[src/design/positional_list_engine_defines.svh]
// Assertion macros used by the positional list engine top level.
`ifndef POSITIONAL_LIST_ENGINE_DEFINES_SVH
`define POSITIONAL_LIST_ENGINE_DEFINES_SVH

`ifndef SYNTH

// ante |-> cons, sampled on i_clk, off during reset
`define PLE_ASSERT_IMP(label, ante, cons) \
    label: assert property (@(posedge i_clk) disable iff (!i_rst_n) (ante) |-> (cons)) \
        else $error("same-cycle implication failed");

// ante |=> cons, sampled on i_clk, off during reset
`define PLE_ASSERT_NXT(label, ante, cons) \
    label: assert property (@(posedge i_clk) disable iff (!i_rst_n) (ante) |=> (cons)) \
        else $error("next-cycle implication failed");

// invariant on every clock
`define PLE_ASSERT_ALW(label, expr) \
    label: assert property (@(posedge i_clk) disable iff (!i_rst_n) (expr)) \
        else $error("invariant failed");

`else

`define PLE_ASSERT_IMP(label, ante, cons)
`define PLE_ASSERT_NXT(label, ante, cons)
`define PLE_ASSERT_ALW(label, expr)

`endif

`endif

[src/design/ple_pkg.sv]
// Package: opcodes, status codes, state types and control structs of the list engine.
`timescale 1ns / 1ps

package ple_pkg;

    typedef enum logic [2:0] {
        OP_INS_HEAD = 3'd0,
        OP_INS_TAIL = 3'd1,
        OP_INS_POS  = 3'd2,
        OP_DEL_HEAD = 3'd3,
        OP_DEL_TAIL = 3'd4,
        OP_DEL_POS  = 3'd5
    } t_op;

    typedef enum logic [1:0] {
        ST_OK     = 2'd0,
        ST_EMPTY  = 2'd1,
        ST_BADPOS = 2'd2,
        ST_FULL   = 2'd3
    } t_status;

    typedef enum logic [1:0] {
        T_IDLE,
        T_RUN,
        T_DONE
    } t_top_state;

    typedef enum logic {
        E_IDLE,
        E_RUN
    } t_eng_state;

    typedef struct packed {
        logic start;
        logic ins;
    } t_store_ctl;

    typedef struct packed {
        logic busy;
        logic done;
    } t_store_sts;

endpackage

[src/design/positional_list_engine.sv]
// Top level: request decode, element count, result register and the element store.
//
//  channel | valid       | ready       | payload
//  --------+-------------+-------------+------------------------------------------
//  in      | i_in_valid  | o_in_ready  | i_op, i_value, i_position
//  out     | o_out_valid | i_out_ready | o_removed_value, o_status, o_length
//
// One transaction at a time. Rejected requests and unused opcodes skip the store.
// Inserts and deletes run the store, which opens or closes the gap from the index to
// the end of the list: ple_store moves one entry per cycle through the single write port.
// The result is registered and becomes valid as the engine returns to idle.
// Reset empties the list at once; no clearing pass.
// A new transaction is taken while the previous result waits on o_out_ready.
`timescale 1ns / 1ps
`include "positional_list_engine_defines.svh"

module positional_list_engine
    import ple_pkg::*;
#(
    parameter int CAPACITY = 16
) (
    input  logic               i_clk,
    input  logic               i_rst_n,
    input  logic               i_in_valid,
    output logic               o_in_ready,
    input  logic [2:0]         i_op,
    input  logic signed [31:0] i_value,
    input  logic [7:0]         i_position,
    output logic               o_out_valid,
    input  logic               i_out_ready,
    output logic signed [31:0] o_removed_value,
    output logic [1:0]         o_status,
    output logic [4:0]         o_length
);

    localparam int AW = $clog2(CAPACITY);
    localparam int CW = $clog2(CAPACITY + 1);
    localparam int XW = ((CW > 8) ? CW : 8) + 1;

    t_top_state    r_state, n_state;
    logic [CW-1:0] r_count;
    logic          r_start;
    logic          r_ins, r_del_ok;
    logic [AW-1:0] r_idx, r_first;
    logic [CW-1:0] r_num;
    logic [31:0]   r_val;
    t_status       r_status;

    logic          r_out_valid;
    logic [31:0]   r_out_removed;
    t_status       r_out_status;
    logic [4:0]    r_out_length;

    logic          accept, load_out;
    logic          d_work, d_ins, d_del_ok;
    t_status       d_status;
    logic [AW-1:0] d_idx, d_first;
    logic [CW-1:0] d_num;
    logic [XW-1:0] pos_x, cnt_x;
    logic          full, empty;

    t_store_ctl    ctl;
    t_store_sts    sts;
    logic [31:0]   removed;

    assign pos_x = XW'(i_position);
    assign cnt_x = XW'(r_count);
    assign full  = (r_count == CW'(CAPACITY));
    assign empty = (r_count == '0);

    always_comb begin
        d_work   = 1'b0;
        d_ins    = 1'b0;
        d_status = ST_OK;
        d_idx    = '0;
        case (i_op)
            OP_INS_HEAD: begin
                if (full) d_status = ST_FULL;
                else begin
                    d_work = 1'b1;
                    d_ins  = 1'b1;
                end
            end
            OP_INS_TAIL: begin
                if (full) d_status = ST_FULL;
                else begin
                    d_work = 1'b1;
                    d_ins  = 1'b1;
                    d_idx  = AW'(r_count);
                end
            end
            OP_INS_POS: begin
                if (full) d_status = ST_FULL;
                else if (pos_x == '0 || pos_x > cnt_x + XW'(1)) d_status = ST_BADPOS;
                else begin
                    d_work = 1'b1;
                    d_ins  = 1'b1;
                    d_idx  = AW'(pos_x - XW'(1));
                end
            end
            OP_DEL_HEAD: begin
                if (empty) d_status = ST_EMPTY;
                else d_work = 1'b1;
            end
            OP_DEL_TAIL: begin
                if (empty) d_status = ST_EMPTY;
                else begin
                    d_work = 1'b1;
                    d_idx  = AW'(r_count - CW'(1));
                end
            end
            OP_DEL_POS: begin
                if (empty) d_status = ST_EMPTY;
                else if (pos_x == '0 || pos_x > cnt_x) d_status = ST_BADPOS;
                else begin
                    d_work = 1'b1;
                    d_idx  = AW'(pos_x - XW'(1));
                end
            end
            default: d_status = ST_OK;
        endcase
        d_num    = r_count - CW'(d_idx);
        d_first  = d_ins ? AW'(r_count - CW'(1)) : d_idx;
        d_del_ok = d_work && !d_ins;
    end

    always_comb begin
        n_state = r_state;
        case (r_state)
            T_IDLE: if (accept)   n_state = d_work ? T_RUN : T_DONE;
            T_RUN:  if (sts.done) n_state = T_DONE;
            T_DONE: if (load_out) n_state = T_IDLE;
            default:              n_state = T_IDLE;
        endcase
    end

    always_comb begin
        o_in_ready = (r_state == T_IDLE);
        load_out   = (r_state == T_DONE) && (!r_out_valid || i_out_ready);
    end

    assign accept = i_in_valid && o_in_ready;

    always_ff @(posedge i_clk) begin
        if (!i_rst_n) begin
            r_state     <= T_IDLE;
            r_count     <= '0;
            r_start     <= 1'b0;
            r_out_valid <= 1'b0;
        end else begin
            r_state <= n_state;
            r_start <= accept && d_work;
            if (sts.done) begin
                r_count <= r_ins ? r_count + CW'(1) : r_count - CW'(1);
            end
            if (load_out) begin
                r_out_valid <= 1'b1;
            end else if (i_out_ready) begin
                r_out_valid <= 1'b0;
            end
        end
    end

    always_ff @(posedge i_clk) begin
        if (accept) begin
            r_ins    <= d_ins;
            r_del_ok <= d_del_ok;
            r_idx    <= d_idx;
            r_first  <= d_first;
            r_num    <= d_num;
            r_val    <= i_value;
            r_status <= d_status;
        end
        if (load_out) begin
            r_out_removed <= r_del_ok ? removed : 32'd0;
            r_out_status  <= r_status;
            r_out_length  <= 5'(r_count);
        end
    end

    assign ctl.start = r_start;
    assign ctl.ins   = r_ins;

    ple_store #(
        .CAPACITY (CAPACITY)
    ) u_store (
        .i_clk     (i_clk),
        .i_rst_n   (i_rst_n),
        .i_ctl     (ctl),
        .i_first   (r_first),
        .i_idx     (r_idx),
        .i_num     (r_num),
        .i_value   (r_val),
        .o_sts     (sts),
        .o_removed (removed)
    );

    assign o_out_valid     = r_out_valid;
    assign o_removed_value = $signed(r_out_removed);
    assign o_status        = r_out_status;
    assign o_length        = r_out_length;

    `PLE_ASSERT_ALW(a_count_max, r_count <= CW'(CAPACITY))
    `PLE_ASSERT_IMP(a_start_idle, r_start, !sts.busy)
    `PLE_ASSERT_IMP(a_done_in_run, sts.done, r_state == T_RUN)
    `PLE_ASSERT_NXT(a_accept_leaves_idle, accept, r_state != T_IDLE)

endmodule

[src/design/ple_store.sv]
// Element memory with the shift sequencer that opens or closes a gap one entry per cycle.
`timescale 1ns / 1ps

module ple_store
    import ple_pkg::*;
#(
    parameter int CAPACITY = 16
) (
    input  logic                          i_clk,
    input  logic                          i_rst_n,
    input  t_store_ctl                    i_ctl,
    input  logic [$clog2(CAPACITY)-1:0]   i_first,
    input  logic [$clog2(CAPACITY)-1:0]   i_idx,
    input  logic [$clog2(CAPACITY+1)-1:0] i_num,
    input  logic [31:0]                   i_value,
    output t_store_sts                    o_sts,
    output logic [31:0]                   o_removed
);

    localparam int AW = $clog2(CAPACITY);
    localparam int CW = $clog2(CAPACITY + 1);

    logic [31:0] mem [CAPACITY];

    t_eng_state    r_est, n_est;
    logic [CW-1:0] r_left;
    logic          r_pend;
    logic [AW-1:0] r_raddr, r_paddr, r_idx;
    logic          r_cap, r_first, r_ins;
    logic [31:0]   r_val, r_rdata, r_removed;

    logic          rd_en, shift_we, fin, val_we, we;
    logic [AW-1:0] waddr;
    logic [31:0]   wdata;

    assign rd_en    = (r_est == E_RUN) && (r_left != '0);
    assign shift_we = (r_est == E_RUN) && r_pend && !r_cap;
    assign fin      = (r_est == E_RUN) && (r_left == '0) && !r_pend;
    assign val_we   = fin && r_ins;
    assign we       = shift_we || val_we;
    assign waddr    = val_we ? r_idx : (r_ins ? r_paddr + AW'(1) : r_paddr - AW'(1));
    assign wdata    = val_we ? r_val : r_rdata;

    always_ff @(posedge i_clk) begin
        if (we) begin
            mem[waddr] <= wdata;
        end
        if (rd_en) begin
            r_rdata <= mem[r_raddr];
        end
    end

    always_comb begin
        n_est = r_est;
        case (r_est)
            E_IDLE: if (i_ctl.start) n_est = E_RUN;
            E_RUN:  if (fin)         n_est = E_IDLE;
            default:                 n_est = E_IDLE;
        endcase
    end

    always_comb begin
        o_sts.busy = (r_est != E_IDLE);
        o_sts.done = fin;
    end

    assign o_removed = r_removed;

    always_ff @(posedge i_clk) begin
        if (!i_rst_n) begin
            r_est  <= E_IDLE;
            r_left <= '0;
            r_pend <= 1'b0;
        end else begin
            r_est <= n_est;
            if (r_est == E_IDLE && i_ctl.start) begin
                r_left <= i_num;
                r_pend <= 1'b0;
            end else if (r_est == E_RUN) begin
                r_pend <= rd_en;
                if (rd_en) begin
                    r_left <= r_left - CW'(1);
                end
            end
        end
    end

    always_ff @(posedge i_clk) begin
        if (r_est == E_IDLE && i_ctl.start) begin
            r_raddr <= i_first;
            r_idx   <= i_idx;
            r_ins   <= i_ctl.ins;
            r_first <= !i_ctl.ins;
            r_val   <= i_value;
        end else if (rd_en) begin
            r_paddr <= r_raddr;
            r_cap   <= r_first;
            r_first <= 1'b0;
            r_raddr <= r_ins ? r_raddr - AW'(1) : r_raddr + AW'(1);
        end
        // first read of a delete is the removed element
        if (r_est == E_RUN && r_pend && r_cap) begin
            r_removed <= r_rdata;
        end
    end

endmodule
[config.mk]
export PLATFORM = sky130hd
export DESIGN_NAME = positional_list_engine
export DESIGN_NICKNAME = d
export VERILOG_FILES = /design/src/design/ple_pkg.sv /design/src/design/positional_list_engine.sv /design/src/design/ple_store.sv
export VERILOG_INCLUDE_DIRS = /design/src /design/src/design
export SDC_FILE = /design/constraint.sdc
export NUM_CORES = 1
export LEC_CHECK = 0
export BUFFER_PORTS_ARGS = -buffer_cell sky130_fd_sc_hd__buf_2
export CORE_ASPECT_RATIO = 0.9
export CORE_MARGIN = 2
export CORE_UTILIZATION = 50
export DETAILED_ROUTE_END_ITERATION = 8
export GPL_TIMING_DRIVEN = 0
export PLACE_DENSITY_LB_ADDON = 0.25
export SETUP_SLACK_MARGIN = 0.15
export SLEW_MARGIN = 20
export SYNTH_ARGS = -nofsm -noshare
export SYNTH_HDL_FRONTEND = slang
export SYNTH_SLANG_ARGS = --single-unit
[constraint.sdc]
create_clock -name i_clk -period 5.6 [get_ports i_clk]
set_clock_uncertainty 0.2 [all_clocks]
set_input_delay 0.56 -clock i_clk [delete_from_list [all_inputs] [get_ports i_clk]]
set_output_delay 0.56 -clock i_clk [all_outputs]
set_load 0.03 [all_outputs]
Yosys cells after proc, flatten, opt, wreduce, memory -nomap -nowiden
Memories as Yosys holds them, arrays and structs flattened. A register that Yosys moved wholly into a read port is not among the register bits.
Index checks and enable logic that the tools add are counted.
{"block": "word_totals", "elab_cells": 135, "ram_bits": 512, "input_bits": 47, "mem_count": 1, "out_inout_bits": 41, "regBits": 183}
{"memory": "u_store.mem", "depth": 16, "width": 32, "read_ports": 1, "rd_clocked_by_memory_dff": 1, "wr": 1, "line_no": "ple_store.sv:23", "text": "logic [31:0] mem [CAPACITY];"}
{"block": "classes", "muxes": 47, "n_bitwise": 3, "eq_ne": 11, "magnitude_cmp": 2, "n_addsub": 10, "n_reduce_logical": 36}
{"op": "$mux 4", "count": 12}
{"op": "$mux 32", "count": 1}
{"op": "$mux 5", "count": 4}
{"op": "$mux 2", "count": 9}
{"op": "$pmux 4 s4", "count": 1}
{"op": "$mux 1", "count": 15}
{"op": "$logic_and 1x1->1", "count": 12}
{"op": "$sub 4x1->4 const B", "count": 3}
{"op": "$logic_not 5->1", "count": 2}
{"op": "$sub 5x1->5 const B", "count": 2}
{"op": "$logic_not 9->1", "count": 1}
{"op": "$add 4x1->4 const B", "count": 2}
{"op": "$gt 8x5->1", "count": 1}
{"op": "$gt 8x6->1", "count": 1}
{"op": "$pmux 2 s4", "count": 1}
{"op": "$add 5x1->6 const B", "count": 1}
{"op": "$eq 3x2->1 const B", "count": 2}
{"op": "$eq 3x3->1 const B", "count": 2}
{"op": "$pmux 2 s3", "count": 1}
{"op": "$reduce_bool 2->1", "count": 3}
{"op": "$reduce_or 2->1", "count": 3}
{"op": "$add 5x1->5 const B", "count": 1}
{"op": "$eq 5x5->1 const B", "count": 1}
{"op": "$logic_not 1->1", "count": 5}
{"op": "15 further kinds", "count": 23}

Longest topological paths before layout
Gate-level depths: netlist (run 1).
{"block": "logic_depth", "depth_word": 9, "mapped_depth": 16, "ltp_nobuf": 15}

By module
From an unflattened synthesis (run 1), not the netlist that was laid out.
{"block": "hier_totals", "cells_unflattened": 1290, "hier_area_um2": 28185.8}
{"module": "ple_store", "instances": 1, "area_each_um2": 23901.7, "cells_each": 991, "seq_area_each_um2": 18848.1}
{"module": "positional_list_engine", "instances": 1, "area_each_um2": 4284.1, "cells_each": 299, "seq_area_each_um2": 2822.7}

Worst setup path after synthesis (run 1)
Ideal clock, no wire load.
{"block": "synth_timing", "path_type": "reg-to-reg", "from": "register u_store.r_ins", "to": "memory u_store.mem[0][0], enable pin", "synth_period_minus_slack_ns": 4.040, "n_path_buf": 2, "t_arrival_ns": 3.419, "setup_time_ns": 0.421, "t_required_ns": 4.979, "path_stages_with_launch": 10, "path_slack_ns": 1.560, "path_cell_list": "edfxtp_1 > clkbuf_1 > inv_1 > ha_1 > a21oi_1 > o21a_1 > clkbuf_1 > xor2_1 > a21oi_1 > nor2_1"}
{"block": "synth_between", "elab_chain_cells": 4, "word_cells_on_any_way": 6}
{"item": "from (decl)", "line_no": "ple_store.sv:29", "text": "logic r_cap, r_first, r_ins;"}
{"item": "from (signal assigned)", "line_no": "ple_store.sv:92", "text": "r_ins <= i_ctl.ins;"}
{"item": "$logic_and 1x1->1", "line_no": "ple_store.sv:39", "text": "assign val_we = fin && r_ins;"}
{"item": "$logic_or 1x1->1", "line_no": "ple_store.sv:40", "text": "assign we = shift_we || val_we;"}
{"item": "$mux 1", "line_no": "ple_store.sv:45", "text": "if (we) begin"}
{"item": "$mux 1 (implied by the code)", "line_no": "ple_store.sv:46", "text": "mem[waddr] <= wdata;"}
{"item": "to (decl)", "line_no": "ple_store.sv:23"}
Several ways; a longest one is shown, not always the timed one.

Worst setup path in the final report (run 1)
{"block": "layout_timing", "from": "register r_count[0]", "to": "register r_num[4] (data pin)"}
{"block": "layout_between", "elab_chain_cells": 7, "word_cells_on_any_way": 16}
{"item": "from (decl)", "line_no": "positional_list_engine.sv:41", "text": "logic [CW-1:0] r_count;"}
{"item": "from (signal assigned)", "line_no": "positional_list_engine.sv:154", "text": "r_count <= r_ins ? r_count + CW'(1) : r_count - CW'(1);"}
{"item": "$add 5x1->6", "line_no": "positional_list_engine.sv:94", "text": "else if (pos_x == '0 || pos_x > cnt_x + XW'(1)) d_status = ST_BADPOS;"}
{"item": "$gt 8x6->1", "line_no": "positional_list_engine.sv:94"}
{"item": "$logic_or 1x1->1", "line_no": "positional_list_engine.sv:94"}
{"item": "$mux 4", "line_no": "positional_list_engine.sv:94"}
{"item": "$mux 4", "line_no": "positional_list_engine.sv:93", "text": "if (full) d_status = ST_FULL;"}
{"item": "$pmux 4 s4 *", "line_no": "positional_list_engine.sv:76", "text": "case (i_op)"}
{"item": "via d_idx[0]", "line_no": "positional_list_engine.sv:57", "text": "logic [AW-1:0] d_idx, d_first;"}
{"item": "$sub 5x4->5 *", "line_no": "positional_list_engine.sv:122", "text": "d_num = r_count - CW'(d_idx);"}
{"item": "via d_num[4]", "line_no": "positional_list_engine.sv:58", "text": "logic [CW-1:0] d_num;"}
{"item": "to (signal assigned)", "line_no": "positional_list_engine.sv:170", "text": "r_num <= d_num;"}
{"item": "to (decl)", "line_no": "positional_list_engine.sv:45", "text": "logic [CW-1:0] r_num;"}
Mark *: on every way through the listed nets, which the timed path passes. The rest lies on a longest branch.
A chain may end at the register's enable or synchronous reset.

==> impl_results.md, run 1 <==
* Pin count of the biggest net entering global routing at 40
* Core Area at approximately 56000 sq um
* Adder-Cell Fraction of Synth Area at between 1 and 1.5%
* Mux contribution to synthesized area at between 10% and 20%
* Clock slew at reported path FFs at 0.06 ns
* Clk buf depth at 3
* Switching Fraction at 20.3%
* GPL Wtd Cong at 0.837
* # resized after CTS at 0
* Number of synthesized register bits at about 730
* Outcome: finished, final reports clean
* Switching power at 0.00223 W
* Area Growth Syn to Fin at 17.9%
* 1st-iter DRT viols at between 1000 and 1500
* CP required at around 5.8 ns
* Row count at 82
* Post-synth ARST share at 0%
* DR vias at between 10000 and 15000
* Hold Slack at 0.0429 ns
* Fmax at 0.215 GHz
* Gr usage total at a little over a fifth
* Synth Area in Simple Gates at a little over 3%
* Worst path buffer plus inverter count at 2
* Die Ht at between 200 and 250 microns
* Register area share after synthesis at about 77%
* XOR/XNOR share of the synthesized area at 0.718%
* Fill count at 3968
* Detailed Routing Iterations Pass 1 at 5
* Hpwl dp at ~39 mm
* Synth Area in Compound Gates at 2.02%
* Netlist Area Pre-Place at between 20000 and 30000 sq um
* Hold Crit Class: input port to flop
* Critical Path AT at about 4.8 ns
* Slowest CP cell: dfxtp_1
* Slew @ Worst Pin at approximately 1.1 ns
* Crit-path cells: inv_1, nor3_1, nand3_1, ha_1, a2111oi_0, o21ai_0, o21bai_1, nand4_1, o211ai_1, ha_1, fa_1, inv_1, a21o_1, a21oi_1, xnor2_1
* Post-layout nets at ~1600
* VDD IR max at around 0.00026 V
* Vias in the first global route at roughly 14000
* Routed len/inst at roughly 26 microns
* P_leak at approximately 11 nW
* Max-cap violations at 0
* Final setup viols at 0
* Syn_area_per_cell at between 20 and 25 sq um
* Diode count at 0
* Slew margin rel. at ~26%
* Syn_nets at ~1400
* Most frequent cells in the layout: edfxtp_1 (711), mux4_2 (160), buf_2 (98)
* Die area at around 58000 sq um
* Initial antenna violation count at 1
* Root Driver: clkbuf_16
* Crit path capture type: flop
* Setup crit start kind: flop
* Starting density of the core at around half
* Total gr overflow at 0
* Setup Crit Path Kind: flop to flop
* Largest family of logic cells by synthesized area: multiplexers
* Commonest non-fill, non-tap cell in the layout: edfxtp_1
* Number of CTS-inserted buffers at between 70 and 80
* I/O Buffers at 86
* Pint at 0.00877 W
* Post-layout util at 59.5%
* Die X at around 250 microns
* Routed wire length at 61.9 mm
* Clock Latency Late Sink at 0.61 ns
* Final Hold Fails at 0
* Crit-path leading delay family: compound AO/OA/AOI/OAI gates
* Residual DRC at 0
* First-pass GRT wire length at 91.1 mm
* Post-CTS Setup Inserts at 0
* Via/cell ratio at roughly 6
* Top_reg_cell synth: edfxtp_1
* Max incr delay on CP at around 0.6 ns
* Combinational power share at 3.4%
* Post-CTS Hold Buffers at 32
* Minimum clock period at ~4.7 ns
* Syn Inst Count at approximately 1300
* Worst-path fanout max at 9
* Pwr dens at about 330 nW/um^2
* Clock sinks at slightly above 700
* H-tree Lvls at 3
* Yosys warns at 0
* Clk pwr share at 42.0%
* Fin. max-slew vios at 0
* Final ANT Viol Nets at 0
* Sequential share of power at 54.6%
* Period utilization at approximately 83%
* CTS tree: built
* RSZ-0062 raised after global routing: no
* I/O pins at 88
* Synth cell types at a little under 60
* Layout cells sized above 1 at around 28%
* Number of flops mapped to enable cells by yosys at just over 700
[worst paths after layout]
| path | startpoint | endpoint | slack (ns) | cells after the start |
|---|---|---|---|---|
| worst max-delay path | r_count[0] | r_num[4] | 0.95 | 15 |
| worst max register to register | r_count[0] | r_num[4] | 0.95 | 15 |
| worst min-delay path | i_rst_n | r_state[1] | 0.04 | 3 |
| worst min register to register | r_val[1] | u_store.r_val[1] | 0.22 | 0 |
[sequential cells by signal, summed over array words and instances, names as in the netlist, 2 cells and up]
name,cells
o_length,5
o_removed_value,32
o_status,2
r_count,5
r_first,4
r_idx,4
r_num,5
r_state,2
r_status,2
r_val,32
u_store.mem,512
u_store.o_removed,32
u_store.r_idx,4
u_store.r_left,5
u_store.r_paddr,4
u_store.r_raddr,4
u_store.r_rdata,32
u_store.r_val,32
[cell families (layout without fill, tap and decap cells)]
family / count (synthesis) / count (layout)
buf+inv: 85 / 368
xor+xnor: 23 / 23
compound gates: 84 / 84
mux: 196 / 196
simple gates: 161 / 161
flops: 727 / 727
fa+ha+maj: 26 / 26
[per-layer routing]
| metal | global-route usage (%) | wire, microns | vias up | part of all wire [%] |
|---|---|---|---|---|
| li1 | - | - | 5847 | - |
| met1 | 30.0 | 25100 | 7211 | 41 |
| met2 | 36.2 | 31100 | 527 | 50 |
| met3 | 3.85 | 3980 | 125 | 6.4 |
| met4 | 7.32 | 1760 | 0 | 2.8 |
| met5 | 0 | 0 | - | 0 |
[through the flow]
step           instances  TNS (ns)  instance area (sq um)  worst slack [ns]  total power [W]
2_1_floorplan       1302         0                  28100              1.56          0.00634
3_3_place_gp        2144   -222.04                  29400            -0.526          0.00646
3_5_place_dp        2180         0                  30500              1.06          0.00648
4_1_cts             2340         0                  33100              1.01           0.0111
5_1_grt             2341         0                  33100             0.525           0.0113
6_report            2341         0                  33100             0.947           0.0110
[worst register-to-register path, stage by stage (launching register included)]
cell,delay [ns]
dfxtp_1,0.60
inv_1,0.23
nor3_1,0.50
nand3_1,0.17
ha_1,0.33
a2111oi_0,0.36
o21ai_0,0.15
o21bai_1,0.55
nand4_1,0.19
o211ai_1,0.16
ha_1,0.23
fa_1,0.25
inv_1,0.06
a21o_1,0.16
a21oi_1,0.17
xnor2_1,0.08
[synth_stat cells, drive strengths merged, types with 5 or more instances]
master,count,share of area [%]
edfxtp,711,76
mux4,160,13
nor2,42,0.56
and2,36,0.80
mux2,32,1.3
buf,31,0.74
inv,29,0.39
a21oi,26,0.46
nand2,25,0.33
clkbuf,24,0.32
ha,23,1.0
xnor2,19,0.59
dfxtp,16,1.1
nor3,12,0.21
o21ai,12,0.21
nand3,10,0.18
nand2b,8,0.18
o211ai,7,0.19
a21o,6,0.16
nand4,6,0.13
nor2b,5,0.11
[cell type report]
type                       instances  area (sq um)  area share (%)
tap                              756           946            2.86
multi-input combinational        490          6110            18.5
inverter                          30           118           0.356
sequential                       727         21700            65.5
clock inverter                    39           304           0.919
buffer                            55           298           0.900
clock buffer                      89          1930            5.83
timing repair buffer             155          1700            5.13
[power by group through the flow]
stage | registers (W) | logic (W) | clock network (W)
final | 0.00601 | 0.000372 | 0.00462
after floorplan | 0.00615 | 0.000193 | 0
after detailed placement | 0.00612 | 0.000358 | 0
after global routing | 0.00601 | 0.000401 | 0.00492
after CTS | 0.00601 | 0.000377 | 0.00470
after global placement | 0.00613 | 0.000332 | 0
(Power assumes the default switching activity.)
==> run 2, diff against run 1 <==
clock period = 3.9 ns   (was 5.6 ns; I/O delays follow)
==> run 2 against run 1 <==
Via count grew 0.85%. Die area unchanged. Clock power increased by 44%. Global-route usage up 0.13 points. Non-clock buffer count rose by 30. Clock-buffer cell count is 2 higher. Routed wire length grew 0.94%. Sequential power grew 44%. Hold slack improved by 0.11 ns. Register-to-register slack worse by 0.64 ns.
==> impl_results.md, run 2 (synthesis gave the netlist of run 1 again) <==
* I/O Buffers at 86 (unchanged)
* Reg2Reg Setup Slack at 0.31 ns (-0.64 ns)
* Hpwl dp at 38.7 mm (-0.64%)
* Root Driver: clkbuf_16
* Pwr dens at 474 nW/um^2 (+42%)
* Final Hold Fails at 0 (unchanged)
* Worst-path fanout max at 10 (+1)
* Die Ht at 229 microns (unchanged)
* Met2 Use GR at 35.5% (-0.77 points)
* Pint at 0.0126 W (+44%)
* Row count at 82 (unchanged)
* Number of CTS-inserted buffers at 74 (+1.4%)
* Pin count of the biggest net entering global routing at 37 (-7.5%)
* Starting density of the core at 50.5% (unchanged)
* Final setup viols at 0 (unchanged)
* Cell Count Post-Placement at 2179 (-0.046%)
* H-tree Lvls at 3 (unchanged)
* DR vias at 13827 (+0.85%)
* Post-layout util at 60.2% (+0.69 points)
* Fin. max-slew vios at 0 (unchanged)
* Core Area at 55600 sq um (unchanged)
* Busiest layer in global routing: met2
* Slew @ Worst Pin at 1.13 ns (+0.0199 ns)
* Area Growth Syn to Fin at 19.2%
* Clock sinks at 727 (unchanged)
* Clock slew at reported path FFs at 0.06 ns (about the same)
* Setup crit start kind: flop
* Clk buf depth at 3 (unchanged)
* Outcome: finished, final reports clean
* Multi-input combinational cell area at 6230 sq um (+1.9%)
* End of the worst hold path: r_first[0]
* Gr usage total at 22.1% (+0.13 points)
* I/O pins at 88 (unchanged)
* Slew margin rel. at 24.5% (-1.3 points)
* Switching Fraction at 20.5% (+0.21 points)
* Critical Path AT at 3.75 ns (-1.06 ns)
* Sequential share of power at 54.4% (-0.2 points)
* Reg-to-reg critical path endpoint: r_num[4]
* CP required at 4.06 ns (-1.70 ns)
* 1st-iter DRT viols at 1599 (+16%)
* Period utilization at 92.1% (+9.0 points)
* Detailed Routing Iterations Pass 1 at 6 (+1)
* Setup Crit Path Kind: flop to flop
* GR Util met3 at 3.54% (-0.31 points)
* Setup WS post-layout at 0.307 ns (-0.639 ns)
* Max-cap violations at 0 (unchanged)
* Hold Path Stages at 4 (+1)
* Layout cells sized above 1 at 30.2% (+2.6 points)
* Max FFs per register at 512 (unchanged)
* VDD IR max at 0.000339 V (+31%)
* Hold Crit Class: input port to flop
* Dpl ws at -0.697 ns (-1.75 ns)
* First-pass GRT wire length at 92.5 mm (+1.5%)
* Reg area at 21700 sq um (about the same)
* Top reg by flops: u_store.mem
* Crit path capture type: flop
* Fill count at 3859 (-2.7%)
* CTS tree: built
* RSZ-0062 raised after global routing: no
* Residual DRC at 0 (unchanged)
* Non-Filler Instances at 2374 (+1.4%)
* Reg2reg path depth at 17 (+2)
* Total gr overflow at 0 (unchanged)
* Clk pwr share at 42.1% (about the same)
* Minimum clock period at 3.59 ns (-1.06 ns)
* Via/cell ratio at 5.82 (-0.55%)
* Routing usage on met1 at 32.2% (+2.1 points)
* Worst r2r src: r_count[2]
* Most frequent cells in the layout: edfxtp_1 (711), mux4_2 (160), buf_2 (97)
* Die area at 58000 sq um (unchanged)
* Routed len/inst at 26.3 microns (-0.46%)
* Vias in the first global route at 14090 (-0.45%)
* GPL Wtd Cong at 0.868 (+3.7%)
* Die X at 254 microns (unchanged)
* Clock Latency Late Sink at 0.62 ns (about the same)
* Switching power at 0.00324 W (+46%)
* Commonest non-fill, non-tap cell in the layout: edfxtp_1
* Final ANT Viol Nets at 0 (unchanged)
* Hold Slack at 0.155 ns (+0.112 ns)
* Diode count at 0 (unchanged)
* Fmax at 0.278 GHz (+30%)
* Post-layout nets at 1636 (+1.9%)
* Initial antenna violation count at 0 (-1)
* P_leak at 10.9 nW (+2.0%)
* Routed wire length at 62.5 mm (+0.94%)
* HP Start: i_position[0]
* Combinational power share at 3.5% (about the same)
-- run 2: cell count changes in the layout (fill, tap and decap cells not counted), sizes merged --
cell         delta
clkinvlp        +1
bufinv          -1
inv             +1
buf            +28
dlygate4sd3     +3
clkbuf          +1
-- run 2: stage by stage --
stage                     instance area (sq um)  TNS (ns)  power, W
final                                     33500         0    0.0158
after global routing                      33500         0    0.0163
after CTS                                 33200         0    0.0160
after detailed placement                  30400    -10.63   0.00930
after global placement                    29500   -667.92   0.00928
after floorplan                           28100    -17.97   0.00910
-- run 2: repair_timing --
item / 4_1_cts / 5_1_grt
gates resized for setup: 10 / 27
gates cloned: 0 / 0
hold buffers: 35 / 0
endpoints found under the setup margin: 367 / 411
setup buffers: 17 / 12
endpoints found under the hold margin: 39 / 0
pin swaps: 9 / 14
-- run 2: critical path: stages (launching register included) --
cell      delay [ns]
dfxtp_4         0.38
buf_8           0.15
inv_1           0.11
nor3_4          0.23
buf_4           0.15
xnor2_1         0.07
ha_1            0.31
nand4_1         0.12
a211oi_1        0.28
o21bai_2        0.13
nand4_1         0.11
o211ai_1        0.12
ha_2            0.23
fa_2            0.36
inv_1           0.07
a21o_1          0.11
a21oi_1         0.07
xnor2_1         0.12
-- run 2: worst max path at each step --
stage                          to  slack (ns)          start
6_report                 r_num[4]        0.31     r_count[2]
5_1_grt                  r_num[4]        0.14     r_count[2]
4_1_cts        u_store.mem[9][29]        0.07  u_store.r_ins
3_5_place_dp             r_num[4]       -0.70     r_count[0]
3_3_place_gp   u_store.mem[1][17]       -2.06  u_store.r_ins
2_1_floorplan   u_store.mem[0][0]       -0.14  u_store.r_ins
-- run 2: power by group through the flow --
| stage | registers (W) | logic, W | clock network (W) |
|---|---|---|---|
| after global routing | 0.00863 | 0.000595 | 0.00709 |
| after CTS | 0.00863 | 0.000548 | 0.00678 |
| after floorplan | 0.00883 | 0.000278 | 0 |
| final | 0.00863 | 0.000548 | 0.00667 |
| after global placement | 0.00880 | 0.000478 | 0 |
| after detailed placement | 0.00879 | 0.000513 | 0 |
-- run 2: metal layers --
metal | vias up | part of all wire [%] | wire length [microns]
met4 | 0 | 2.1 | 1280
met3 | 103 | 5.5 | 3420
li1 | 5893 | - | -
met1 | 7339 | 43 | 27200
met2 | 492 | 49 | 30700
met5 | - | 0 | 0
-- run 2: layout make-up --
type / instances / share of cell area (%)
Tap cell: 756 / 2.83
Multi-Input combinational cell: 490 / 18.6
Clock inverter: 40 / 0.909
Timing Repair Buffer: 185 / 5.70
Buffer: 55 / 0.927
Inverter: 30 / 0.363
Clock buffer: 91 / 5.85
Sequential cell: 727 / 64.8
==> run 3, diff against run 2 <==
==> constraint.sdc (replaced) <==
create_clock -name i_clk -period 3.9 [get_ports i_clk]
set_clock_uncertainty 0.2 [all_clocks]
set_input_delay 0.78 -clock i_clk [delete_from_list [all_inputs] [get_ports i_clk]]
set_output_delay 0.78 -clock i_clk [all_outputs]
set_load 0.03 [all_outputs]
==> run 3 against run 2 <==
Global-route usage fell by 0.12 points. Critical path depth did not move. Non-clock buffer count fell by 35. Via count fell by 0.74%. Total power fell by 0.20%. Cell count fell by 1.5%. Die area did not move. Final area fell by 1.0%. Routed wire length fell by 0.46%. Register-to-register slack barely moved. Core utilization fell by 0.63 points. Critical path type unchanged. Largest power group unchanged.
==> impl_results.md, run 3 (synthesis gave the netlist of run 1 again) <==
* Routed wire length at 62.2 mm (-0.46%)
* H-tree Lvls at 3 (unchanged)
* Reg2Reg Setup Slack at 0.30 ns (about the same)
* Routed len/inst at 26.6 microns (+1.0%)
* DR vias at 13725 (-0.74%)
* Die Ht at 229 microns (unchanged)
* Final setup viols at 0 (unchanged)
* Switching power at 0.00323 W (-0.25%)
* Sequential share of power at 54.6% (+0.2 points)
* Number of CTS-inserted buffers at 74 (unchanged)
* Post-CTS Hold Buffers at 0 (-100%)
* Crit path capture type: flop
* Fin. max-slew vios at 0 (unchanged)
* Slew margin rel. at 24.9% (+0.36 points)
* Post-layout nets at 1601 (-2.1%)
* Detailed Routing Iterations Pass 1 at 6 (unchanged)
* Pwr dens at 478 nW/um^2 (+0.86%)
* Fmax at 0.278 GHz (-0.20%)
* Pint at 0.0126 W (-0.18%)
* Die X at 254 microns (unchanged)
* Setup Crit Path Kind: flop to flop
* RSZ-0062 raised after global routing: no
* Area Growth Syn to Fin at 18.0%
* Root Driver: clkbuf_16
* Outcome: finished, final reports clean
* Worst r2r src: r_count[2]
* Minimum clock period at 3.60 ns (+0.00730 ns)
* Reg-to-reg critical path endpoint: r_num[4]
* Hold Path Stages at 1 (-3)
* Total power at 0.0158 W (-0.20%)
* Clock sinks at 727 (unchanged)
* Layout cells sized above 1 at 30.8% (+0.67 points)
* Clk buf depth at 3 (unchanged)
* Final Hold Fails at 0 (unchanged)
* Critical Path AT at 3.76 ns (about the same)
* Crit-path cells: buf_8, inv_1, nor3_4, buf_4, xnor2_1, ha_1, nand4_1, a211oi_1, o21bai_2, nand4_1, o211ai_1, ha_2, fa_2, inv_1, a21o_1, a21oi_1, xnor2_1
* Reg2reg path depth at 17 (unchanged)
* Switching Fraction at 20.5% (about the same)
* I/O Buffers at 86 (unchanged)
* Pin count of the biggest net entering global routing at 37 (unchanged)
* Max-cap violations at 0 (unchanged)
* Slew @ Worst Pin at 1.13 ns (-0.00543 ns)
* Core Area at 55600 sq um (unchanged)
* Initial antenna violation count at 0 (unchanged)
* Starting density of the core at 50.5% (unchanged)
* Via/cell ratio at 5.87 (+0.75%)
* Clock slew at reported path FFs at 0.06 ns (about the same)
* First-pass GRT wire length at 91.9 mm (-0.63%)
* Top reg by flops: u_store.mem
* Cell Count Post-Placement at 2179 (unchanged)
* Gr usage total at 22.0% (-0.12 points)
* Combinational power share at 3.3% (-0.2 points)
* Most frequent cells in the layout: edfxtp_1 (711), mux4_2 (160), buf_2 (97)
* Final ANT Viol Nets at 0 (unchanged)
* I/O pins at 88 (unchanged)
* Die area at 58000 sq um (unchanged)
* Worst-path fanout max at 10 (unchanged)
* Max FFs per register at 512 (unchanged)
* Row count at 82 (unchanged)
* Hold Crit Class: input port to flop
* CP required at 4.06 ns (about the same)
* GPL Wtd Cong at 0.868 (unchanged)
* Residual DRC at 0 (unchanged)
* Commonest non-fill, non-tap cell in the layout: edfxtp_1
* Vias in the first global route at 13966 (-0.88%)
* 1st-iter DRT viols at 1480 (-7.4%)
* CTS tree: built
* Hpwl dp at 38.7 mm (unchanged)
* Clock Latency Late Sink at 0.62 ns (about the same)
* Non-Filler Instances at 2339 (-1.5%)
* Clk pwr share at 42.1% (about the same)
* Setup crit start kind: flop
* VDD IR max at 0.000342 V (+0.97%)
* Slowest CP cell: dfxtp_4
* P_leak at 10.7 nW (-1.3%)
* Period utilization at 92.3% (+0.19 points)
* Setup TNS at 0 ns (unchanged)
* HP Start: i_value[13]
* Total gr overflow at 0 (unchanged)
* End of the worst hold path: r_val[13]
* Diode count at 0 (unchanged)
* Max incr delay on CP at 0.38 ns (about the same)
[run 3: layout make-up]
| cell class | instances | area [sq um] |
|---|---|---|
| plain buffers | 55 | 310 |
| clock buffers | 91 | 1960 |
| clock inverters | 40 | 304 |
| fillers | 3895 | 22500 |
| inverters | 30 | 121 |
| multi-input cells | 490 | 6230 |
| flip-flops and latches | 727 | 21700 |
| well taps | 756 | 946 |
| repair buffers | 150 | 1560 |
[run 3: worst max path at each step]
stage | slack [ns] | start | endpoint
after floorplan | -0.14 | u_store.r_ins | u_store.mem[0][0]
after global placement | -2.06 | u_store.r_ins | u_store.mem[1][17]
after detailed placement | -0.70 | r_count[0] | r_num[4]
after CTS | 0.07 | u_store.r_ins | u_store.mem[9][29]
after global routing | 0.14 | r_count[2] | r_num[4]
final | 0.30 | r_count[2] | r_num[4]
[run 3: worst max-delay path: cells and delay by family (launching register included)]
| family | cells | cell delay [ns] |
|---|---|---|
| and+or+nand+nor | 3 | 0.47 |
| adders and majority gates | 3 | 0.90 |
| AOI/OAI and AO/OA | 5 | 0.71 |
| DFF | 1 | 0.38 |
| buffers and inverters | 4 | 0.48 |
| xor gates and xnor gates | 2 | 0.20 |
[run 3: per-stage QoR]
step	cell area (sq um)	util, %	worst slack, ns	hold slack, ns
global route	33100	59.5	0.142	0.111
detailed placement	30400	54.7	-0.697	0.205
finish	33100	59.5	0.300	0.139
CTS	32900	59.2	0.0702	0.105
floorplan	28100	-	-0.140	0.200
global placement	29500	53.0	-2.06	0.200
[run 3: power by group through the flow]
stage / clock network [W] / logic (W) / registers (W)
4_1_cts: 0.00678 / 0.000520 / 0.00863
5_1_grt: 0.00709 / 0.000565 / 0.00863
2_1_floorplan: 0 / 0.000278 / 0.00883
6_report: 0.00666 / 0.000521 / 0.00863
3_3_place_gp: 0 / 0.000478 / 0.00880
3_5_place_dp: 0 / 0.000513 / 0.00879
[run 3: repair_timing]
item | CTS | global route
endpoints found under the setup margin | 367 | 411
gates resized for setup | 10 | 27
buffers inserted | 17 | 12
pin swaps | 9 | 14
[run 3: metal layers]
layer	routed length (microns)	track usage (%)
met5	0	0
met4	1280	5.59
met3	3460	3.55
met2	30600	35.2
met1	26900	32.0
